$ cat src/rtl/dssb_pkg.sv
// shared types and constants for the dual stack shared buffer
// depends on nothing
package dssb_pkg;

  // field widths
  localparam int unsigned DATA_W = 32;
  localparam int unsigned CNT_W  = 11;
  localparam int unsigned CFG_AW = 3;
  localparam int unsigned APB_DW = 32;

  // capacity after reset
  localparam logic [CNT_W-1:0] CAP_RESET = 11'd1024;

  // register index of capacity in the config space
  localparam logic [CFG_AW-3:0] REG_CAPACITY = 1'b0;

  // request operation codes
  typedef enum logic [1:0] {
    OP_PUSH = 2'd0,
    OP_POP  = 2'd1,
    OP_PEEK = 2'd2,
    OP_NOP  = 2'd3
  } op_e;

  // result status codes
  typedef enum logic [1:0] {
    ST_OK    = 2'd0,
    ST_FULL  = 2'd1,
    ST_EMPTY = 2'd2
  } status_e;

  // memory command from control to storage
  typedef struct packed {
    logic wr_en;
    logic rd_en;
  } mem_cmd_t;

endpackage

$ cat src/rtl/dssb_ctrl.sv
// stack control: fill counters, capacity register, address and status logic
// depends on dssb_pkg; drives the dssb_mem command port
module dssb_ctrl
  import dssb_pkg::*;
#(
  parameter int unsigned MAX_DEPTH = 1024,
  parameter int unsigned AddrW     = $clog2(MAX_DEPTH)
) (
  input  logic              clk_i,
  input  logic              rst_ni,
  input  logic              req_valid_i,
  input  op_e               op_i,
  input  logic              sel_i,
  input  logic              cfg_wr_i,
  input  logic [CNT_W-1:0]  cfg_data_i,
  output logic [CNT_W-1:0]  capacity_o,
  output mem_cmd_t          mem_cmd_o,
  output logic [AddrW-1:0]  mem_addr_o,
  input  logic [DATA_W-1:0] mem_rd_data_i,
  output logic              done_o,
  output status_e           status_o,
  output logic [DATA_W-1:0] top_value_o,
  output logic [CNT_W-1:0]  first_count_o,
  output logic [CNT_W-1:0]  second_count_o
);

  localparam int unsigned CapLimit = (MAX_DEPTH > 2047) ? 2047 : MAX_DEPTH;

  logic [CNT_W-1:0] capacity_q;
  logic [CNT_W-1:0] first_q, first_d;
  logic [CNT_W-1:0] second_q, second_d;
  logic             done_q;
  status_e          status_q, status_d;
  logic             peek_ok_q;
  logic [CNT_W-1:0] cap_use;
  logic [CNT_W:0]   fill_sum;
  logic [CNT_W-1:0] sel_fill;
  logic [CNT_W-1:0] addr;
  mem_cmd_t         cmd;

  // capacity in use, saturated to the buffer depth
  assign cap_use  = (capacity_q > CNT_W'(CapLimit)) ? CNT_W'(CapLimit) : capacity_q;
  assign fill_sum = {1'b0, first_q} + {1'b0, second_q};
  assign sel_fill = sel_i ? second_q : first_q;

  // next fills, status and memory access for the request
  always_comb begin
    first_d  = first_q;
    second_d = second_q;
    status_d = ST_OK;
    cmd      = '0;
    addr     = '0;
    if (cfg_wr_i) begin
      first_d  = '0;
      second_d = '0;
    end else if (req_valid_i) begin
      case (op_i)
        OP_PUSH: begin
          if (fill_sum >= {1'b0, cap_use}) begin
            status_d = ST_FULL;
          end else begin
            cmd.wr_en = 1'b1;
            if (!sel_i) begin
              addr    = first_q;
              first_d = first_q + CNT_W'(1);
            end else begin
              addr     = cap_use - CNT_W'(1) - second_q;
              second_d = second_q + CNT_W'(1);
            end
          end
        end
        OP_POP: begin
          if (sel_fill == '0) begin
            status_d = ST_EMPTY;
          end else if (!sel_i) begin
            first_d = first_q - CNT_W'(1);
          end else begin
            second_d = second_q - CNT_W'(1);
          end
        end
        OP_PEEK: begin
          if (sel_fill == '0) begin
            status_d = ST_EMPTY;
          end else begin
            cmd.rd_en = 1'b1;
            addr      = sel_i ? (cap_use - second_q) : (first_q - CNT_W'(1));
          end
        end
        default: begin
        end
      endcase
    end
  end

  // capacity register and fill counters
  always_ff @(posedge clk_i or negedge rst_ni) begin
    if (!rst_ni) begin
      capacity_q <= CAP_RESET;
      first_q    <= '0;
      second_q   <= '0;
    end else begin
      if (cfg_wr_i) begin
        capacity_q <= cfg_data_i;
      end
      first_q  <= first_d;
      second_q <= second_d;
    end
  end

  // result registers, valid the cycle after the request
  always_ff @(posedge clk_i or negedge rst_ni) begin
    if (!rst_ni) begin
      done_q    <= 1'b0;
      status_q  <= ST_OK;
      peek_ok_q <= 1'b0;
    end else begin
      done_q    <= req_valid_i && !cfg_wr_i;
      status_q  <= status_d;
      peek_ok_q <= cmd.rd_en;
    end
  end

  assign mem_cmd_o      = cmd;
  assign mem_addr_o     = AddrW'(addr);
  assign capacity_o     = capacity_q;
  assign done_o         = done_q;
  assign status_o       = status_q;
  assign top_value_o    = peek_ok_q ? mem_rd_data_i : '0;
  assign first_count_o  = first_q;
  assign second_count_o = second_q;

endmodule

$ cat config.mk
export PLATFORM = sky130hd
export DESIGN_NAME = dssb_ctrl
export DESIGN_NICKNAME = d
export VERILOG_FILES = /design/src/rtl/dssb_pkg.sv /design/src/rtl/dssb_ctrl.sv
export SDC_FILE = /design/constraint.sdc
export NUM_CORES = 1
export LEC_CHECK = 0
export ABC_AREA = 1
export ABC_CLOCK_PERIOD_IN_PS = 3900
export BUFFER_PORTS_ARGS = -buffer_cell sky130_fd_sc_hd__clkbuf_2
export CAP_MARGIN = 20
export CELL_PAD_IN_SITES_DETAIL_PLACEMENT = 2
export CELL_PAD_IN_SITES_GLOBAL_PLACEMENT = 2
export CORE_ASPECT_RATIO = 1.5
export CORE_MARGIN = 1
export CORE_UTILIZATION = 28
export CTS_CLUSTER_DIAMETER = 150
export DETAILED_ROUTE_END_ITERATION = 12
export PLACE_DENSITY = 0.95
export SLEW_MARGIN = 20
export SYNTH_ARGS = -nofsm -noshare
export SYNTH_HDL_FRONTEND = slang
export SYNTH_SLANG_ARGS = --single-unit
$ cat constraint.sdc
create_clock -name clk_i -period 3.9 [get_ports clk_i]
set_input_delay 0.39 -clock clk_i [delete_from_list [all_inputs] [get_ports clk_i]]
set_output_delay 0.39 -clock clk_i [all_outputs]
set_load 0.05 [all_outputs]
==> results of run 1 <==
-- layer usage --
layer | global-route usage | part of all wire | wire, um
met2 | 0.5891 | 0.50 | 15990
met4 | 0.2372 | 0.087 | 2784
met3 | 0.04898 | 0.057 | 1835
met5 | 0 | 0 | 0
met1 | 0.3368 | 0.35 | 11340
-- registers in the layout, indices dropped and copies added, names as in the netlist --
| register | cells |
|---|---|
| peek_ok_q | 1 |
| done_o | 1 |
| capacity_o | 11 |
| second_count_o | 11 |
| first_count_o | 11 |
| status_o | 2 |
-- cell families after synthesis --
kind of cell	after synthesis
fa+ha+maj	51
xor+xnor	23
compound gates	118
simple gates	382
buf+inv	144
flops	37
-- metrics by stage --
stage	TNS [ns]	power [mW]	util	setup WS (ns)
finish	-0.6937	5.356	0.4062	-0.1536
global route	-2.366	5.520	0.4062	-0.2569
CTS	0	4.549	0.3853	0.01390
detailed placement	-0.2064	3.685	0.3576	-0.06727
global placement	0	3.410	0.3576	0.2524
floorplan	0	2.596	-	0.09744
-- worst paths after layout --
| check | end | slack (ns) | cells after the start |
|---|---|---|---|
| setup / recovery | mem_addr_o[7] | -0.15 | 16 |
| hold / removal | peek_ok_q$_DFF_PN0_ | 0.24 | 1 |
| setup reg to reg | second_count_o[4]$_DFFE_PN0P_ | 0.01 | 16 |
| hold reg to reg | capacity_o[3]$_DFFE_PN0P_ | 0.64 | 2 |
| max in group asynchronous | second_count_o[2]$_DFFE_PN0P_ | 2.97 | 1 |
| min in group clk_i | capacity_o[2]$_DFFE_PN0P_ | 0.30 | 3 |
-- power breakdown --
group          switching (mW)  internal (mW)
clock network           0.213          0.305
logic                    2.90           1.26
registers               0.197          0.482
total                    3.31           2.04
-- area by class of cell --
type / instances / share of cell area
Inverter: 122 / 0.07066
Clock buffer: 6 / 0.01951
Timing Repair Buffer: 181 / 0.1826
Clock inverter: 2 / 0.005872
Tap cell: 206 / 0.03902
Multi-Input combinational cell: 575 / 0.5404
Sequential cell: 37 / 0.1419
-- critical path: cells and delay by family, from the launching register on --
family	cells	cell delay, ns
AOI/OAI and AO/OA	3	0.67
xor gates and xnor gates	1	0.18
adders and majority gates	2	0.67
buffers and inverters	2	0.34
DFF	1	0.48
and+or+nand+nor	8	1.01
-- cells in the final DEF, fill, tap and decap left out, types with 2 or more instances in the layout --
cell and n:
a21oi_2 20, nand2_1 199, buf_2 2, nand3b_1 3, nor4_4 2, dfrtp_2 8
fa_1 3, nand2_4 3, inv_1 118, o21ai_1 5, o21a_1 2, o21ai_2 3
o21bai_1 6, nand3_1 55, a31oi_1 3, a21oi_1 23, buf_4 50, ha_2 4
ha_1 34, nand3_2 2, o211ai_1 6, buf_12 11, xnor2_1 2, clkbuf_16 5
a21oi_4 2, nor3_2 4, nand4_1 22, xor2_1 21, dfrtp_1 28, ha_4 9
nor2_2 8, clkbuf_2 117, nand2_2 24, nor2_1 55, o22ai_1 2, o21ai_0 41
-- repair_timing --
action                     CTS  global route
buffers inserted            14            16
gates cloned                 2             0
pin swaps                   15            31
resized for setup           39            48
setup endpoints to repair   33            33
==> results.md, run 1 <==
- Per-cell via count in the routed design: 5.746
- Final instance count without filler cells: 1129
- Largest stage delay on the critical path: 0.48 ns
- Area fraction in compound gates after synthesis: 0.1406
- Number of different library cells in the post-synthesis netlist: 39
- Final-stage net count: 1023
- Top cell types by occurrence after synthesis: nand2_1 (211), inv_1 (120), nor2_1 (64)
- Min Tclk post-route: 4.054 ns
- Die area: 17190 sq um
- Xor-xnor portion of the synthesized cell area: 0.04319
- CTS tree: built
- Antenna violation net count after detailed routing: 0
- Share of synthesized area spent on multiplexers: 0
- Number of top-level pins: 130
- Clk sink count: 37
- Final routed wire length divided by cell count: 28.30 um
- Router iterations before antenna repair: 5
- Most used standard cell by instance count after synthesis: nand2_1
- Max-cap viol count: 0
- P per Cell Area: 810.9 nW/um^2
- Horizontal die dimension: 107.4 um
- Number of inserted filler cells in the final layout: 1945
- Final wirelength: 31950 um
- Dominant combinational cell family by area after synthesis: simple AND/OR/NAND/NOR gates
- Number of global-route vias before repair: 7013
- Synth warn: 0
- Vertical extent of the die: 160.1 um
- Syn Std Cell Area: 4664 sq um
- Synthesized net count: 856
- Crit-path slowest cell: dfrtp_2
- Average cell area after synthesis: 6.178 sq um
- Post-route cell area: 6605 sq um
- Final Worst Setup Slack: -0.1536 ns
- Final Hold Vio Count: 0
- First-pass GRT wire length: 41950 um
- Leakage component of the power: 3.595 nW
- Launch point of the worst reg-to-reg path: second_count_o[5]$_DFFE_PN0P_
- Relative slew margins: 0.3272
- Maximum number of pins on one net before global-route repair: 38
- Data required time at the worst endpoint: 3.51 ns
- Basic-gate share of the synthesized area counting and, or, nand and nor cells: 0.3503
- Max IR drop VDD: 0.0003169 V
- Detailed router's first-iteration violation count: 371
- Area inside the core boundary: 16260 sq um
- Number of placed instances with taps included: 1089
- Synthesized-area fraction occupied by adder cells: 0.1432
- Cells after Synth: 755
- Portion of synthesized cell area occupied by the leading cell type: 0.1931
- Placer congestion estimate: 0.8839
- Sequential share of the synthesized area: 0.1988
- Number of synthesized register bits: 37
- Unrepaired setup endpoints after global routing: yes
- Final setup violation count: 11
- Total number of placement rows: 57
- Clock insertion delay at the later pin of the skew report: 0.32 ns
- Result of the run: complete, but fails checks
- Share of the cycle needed by the critical path after routing: 1.039
- Source of the critical timing path: second_count_o[2]$_DFFE_PN0P_
- Buffer type at the clock tree root: clkbuf_16
- Most frequent cell on the critical path: nand2_2
- Critical Path Source Type: flip-flop
- Critical Path, Cell by Cell: ha_4 > nand3_1 > nand2_2 > nand3_2 > o21bai_4 > buf_4 > xor2_1 > ha_1 > nand2_2 > nor2_2 > a211oi_2 > nand2_2 > nand2_4 > nand4_1 > a21oi_2 > buf_12
- Pin slew with the least headroom to its limit: 1.009 ns
- Violations in the final reports: negative setup slack
- CTS clk-pin slew, worst paths: 0.08 ns
- Sequential cell area in the final layout: 937.1 sq um
- Max clock buf depth: 2
- Post-route worst hold slack: 0.2366 ns
- Area added between synthesis and finish: 41.60%
- Initial antenna violation count: 0
- Slew Viols, Final: 0
- Timing-limited maximum frequency: 246.7 MHz
- Most common flop cell mapped by yosys: dfrtp_1
- Area used by multi-input combinational logic: 3570 sq um
- Via count: 6487
- Number of antenna cells inserted: 0
- Placed cell area: 5816 sq um
- Clock tree skew after final layout: 0.01103 ns
- CTS buffer count: 5
- Kind of critical path: reg2out
- Drc violations: 0
- Worst hold path type: in2async
- Total congestion overflow after global routing: 0
- Top cells by area in the synthesized netlist: dfrtp_1 (19%), nand2_1 (17%), ha_1 (13%)
- Starting density of the core: 0.2869
- Worst path arrival time: 3.66 ns
- GRT Resource Usage Total: 0.3268
- Leading area contributor after synthesis: dfrtp_1
- Hold buffers post-CTS: 0
- Worst-path maximum fanout: 6
- Count of flip-flops with a built-in enable after synthesis: 0
- Share of layout cells above drive strength 1: 0.3131
- Share of async-settable or async-resettable flops after synthesis: 1.000
- Half-perimeter wire length of the detailed placement result: 18950 um
- Type of destination of the critical path: output pin
- H-tree levels: 2
- IO buf count: 129
Note: power is estimated with default switching activity, not from simulation.
==> run 2: changes to the inputs <==
--- a/config.mk
+++ b/config.mk
@@ -14,8 +14,10 @@
 export CORE_ASPECT_RATIO = 1.5
 export CORE_MARGIN = 1
 export CORE_UTILIZATION = 28
+export CTS_BUF_LIST = sky130_fd_sc_hd__clkbuf_4 sky130_fd_sc_hd__clkbuf_8 sky130_fd_sc_hd__clkbuf_16
 export CTS_CLUSTER_DIAMETER = 150
 export DETAILED_ROUTE_END_ITERATION = 12
+export GPL_TIMING_DRIVEN = 0
 export PLACE_DENSITY = 0.95
 export SLEW_MARGIN = 20
 export SYNTH_ARGS = -nofsm -noshare
==> results.md, run 2 (synthesized netlist as in run 1, its figures left out) <==
- Setup TNS after final layout: -2.408 ns
- Critical Path, Cell by Cell: ha_1 > nand3_1 > nand2_2 > nand3_2 > nand3_1 > xor2_1 > ha_1 > a21oi_1 > nor2_4 > a211oi_2 > nand2_2 > nand2_4 > buf_6 > nand4_1 > a21oi_2 > buf_8
- Violations in the final reports: negative setup slack
- Area inside the core boundary: 16260 sq um
- Max-cap viol count: 0
- Worst-path maximum fanout: 5
- Internal portion of total power: 2.082 mW
- Result of the run: complete, but fails checks
- Number of global-route vias before repair: 7094
- Number of buffers and inverters on the critical path: 2
- Unrepaired setup endpoints after global routing: yes
- Relative slew margins: 0.3338
- Leakage component of the power: 3.527 nW
- IO buf count: 128
- Final Worst Setup Slack: -0.3501 ns
- Number of antenna cells inserted: 0
- Vertical extent of the die: 160.1 um
- Placer congestion estimate: 0.8708
- Type of destination of the critical path: output pin
- Number of inserted filler cells in the final layout: 1965
- Combinational share of power: 0.765
- Final Hold Vio Count: 0
- Min Tclk post-route: 4.250 ns
- Share of the cycle needed by the critical path after routing: 1.090
- Final setup violation count: 11
- CTS clk-pin slew, worst paths: 0.07 ns
- Final-stage net count: 1019
- Starting density of the core: 0.2869
- Most frequent standard cell in the layout excluding fill and tap cells: nand2_1
- Slew Viols, Final: 0
- Buffer type at the clock tree root: clkbuf_16
- Total congestion overflow after global routing: 0
- Via count: 6545
- Final wirelength: 29960 um
- Critical Path Source Type: flip-flop
- Number of placed instances with taps included: 1089
- Worst hold path type: in2async
- Initial antenna violation count: 0
- Antenna violation net count after detailed routing: 0
- Router iterations before antenna repair: 5
- Max clock buf depth: 2
- Horizontal die dimension: 107.4 um
- Final instance count without filler cells: 1125
- P per Cell Area: 810.5 nW/um^2
- Clk sink count: 37
- CTS tree: built
- Detailed router's first-iteration violation count: 356
- Clock tree skew after final layout: 0.01250 ns
- Per-cell via count in the routed design: 5.818
- Drc violations: 0
- Top cell family by delay on the critical path: simple AND/OR/NAND/NOR gates
- GRT Resource Usage Total: 0.3249
- Half-perimeter wire length of the detailed placement result: 18360 um
- Timing-limited maximum frequency: 235.3 MHz
- CTS buffer count: 5
- Kind of critical path: reg2out
- Hold buffers post-CTS: 0
- Share of layout cells above drive strength 1: 0.2982
- Pin slew with the least headroom to its limit: 0.9993 ns
- Switching power summed over all nets: 3.146 mW
- Final routed wire length divided by cell count: 26.63 um
- Number of top-level pins: 130
- Sequential share of power: 0.135
- Clock insertion delay at the later pin of the skew report: 0.31 ns
- Data required time at the worst endpoint: 3.51 ns
- First-pass GRT wire length: 41980 um
- H-tree levels: 2
- Area added between synthesis and finish: 38.30%
- Fraction of power spent switching nets: 0.6018
- Commonest cells after routing, fill and taps aside: nand2_1 (204), inv_1 (118), clkbuf_2 (116)
- Total number of placement rows: 57
- Proportion of power drawn by the clock network: 0.099
- Largest stage delay on the critical path: 0.49 ns
- Crit-path slowest cell: dfrtp_2
- Die area: 17190 sq um
- Worst path arrival time: 3.86 ns
- Maximum number of pins on one net before global-route repair: 38
- Max IR drop VDD: 0.0004068 V
==> run 2: cell count changes in the layout (fill, tap and decap cells not counted), sizes merged <==
cell | previous run | this run
buf | 64 | 53
clkbuf | 123 | 132
clkinv | 2 | 1
clkinvlp | 1 | 0
inv | 120 | 121
nand2 | 226 | 225
==> run 2: stage by stage <==
stage | power, mW | setup slack (ns) | utilization | hold WS [ns] | area (sq um)
6_report | 5.229 | -0.3501 | 0.3967 | 0.2225 | 6451
5_1_grt | 5.399 | -0.3297 | 0.3967 | 0.2802 | 6451
4_1_cts | 4.570 | -0.1092 | 0.3836 | 0.3103 | 6237
3_5_place_dp | 3.524 | -0.3903 | 0.3446 | 0.5851 | 5603
3_3_place_gp | 3.299 | -0.2035 | 0.3446 | 0.5475 | 5603
2_1_floorplan | 2.596 | 0.09744 | - | 0.09441 | 4705
==> run 2: worst paths after layout <==
check | slack [ns] | end | start | cells past startpoint
setup reg to reg | 0.03 | first_count_o[2]$_DFFE_PN0P_ | first_count_o[5]$_DFFE_PN0P_ | 19
setup / recovery | -0.35 | mem_addr_o[3] | first_count_o[1]$_DFFE_PN0P_ | 16
hold / removal | 0.22 | peek_ok_q$_DFF_PN0_ | rst_ni | 1
max in group asynchronous | 2.96 | first_count_o[4]$_DFFE_PN0P_ | rst_ni | 1
min in group clk_i | 0.32 | capacity_o[7]$_DFFE_PN0P_ | cfg_data_i[7] | 3
hold reg to reg | 0.62 | second_count_o[5]$_DFFE_PN0P_ | second_count_o[5]$_DFFE_PN0P_ | 2
==> run 2: what timing repair did <==
item | 4_1_cts | 5_1_grt
resized for setup | 80 | 44
setup buffers | 18 | 8
gates cloned | 2 | 0
endpoints found under the setup margin | 32 | 31
pin swaps | 28 | 31
==> run 2: routing by layer <==
layer / share of wire / vias to the layer above / track usage
li1: - / 2757 / -
met1: 0.36 / 3237 / 0.3332
met2: 0.51 / 369 / 0.5836
met3: 0.051 / 182 / 0.05592
met4: 0.087 / 0 / 0.2335
met5: 0 / - / 0
==> run 2: power by group through the flow <==
stage	combinational [mW]	sequential, mW	clock (mW)
CTS	3.36	0.689	0.519
global route	4.16	0.703	0.534
finish	4.00	0.708	0.520
detailed placement	2.81	0.713	0
global placement	2.59	0.705	0
floorplan	1.66	0.936	0
==> run 2: layout make-up <==
type	instances	area, sq um	area share
buffer	22	127.6	0.01978
clock buffer	7	146.4	0.02269
clock inverter	1	30.03	0.004655
inverter	122	462.9	0.07176
multi-input combinational	574	3512	0.5444
sequential	37	945.9	0.1466
tap	206	257.7	0.03995
timing repair buffer	156	968.4	0.1501
==> run 2: worst register-to-register path, stage by stage, from the launching register on <==
cell	delay, ns
dfrtp_2	0.49
ha_4	0.28
nand2_2	0.13
inv_1	0.07
nand2_1	0.11
nand2_1	0.12
o21bai_4	0.24
a31oi_4	0.21
xor2_1	0.19
ha_1	0.29
a21oi_2	0.20
nor2_2	0.07
nor3_4	0.22
buf_4	0.17
buf_4	0.09
nand2_1	0.07
nand2_2	0.22
buf_2	0.31
nand3_1	0.19
nand2_1	0.13
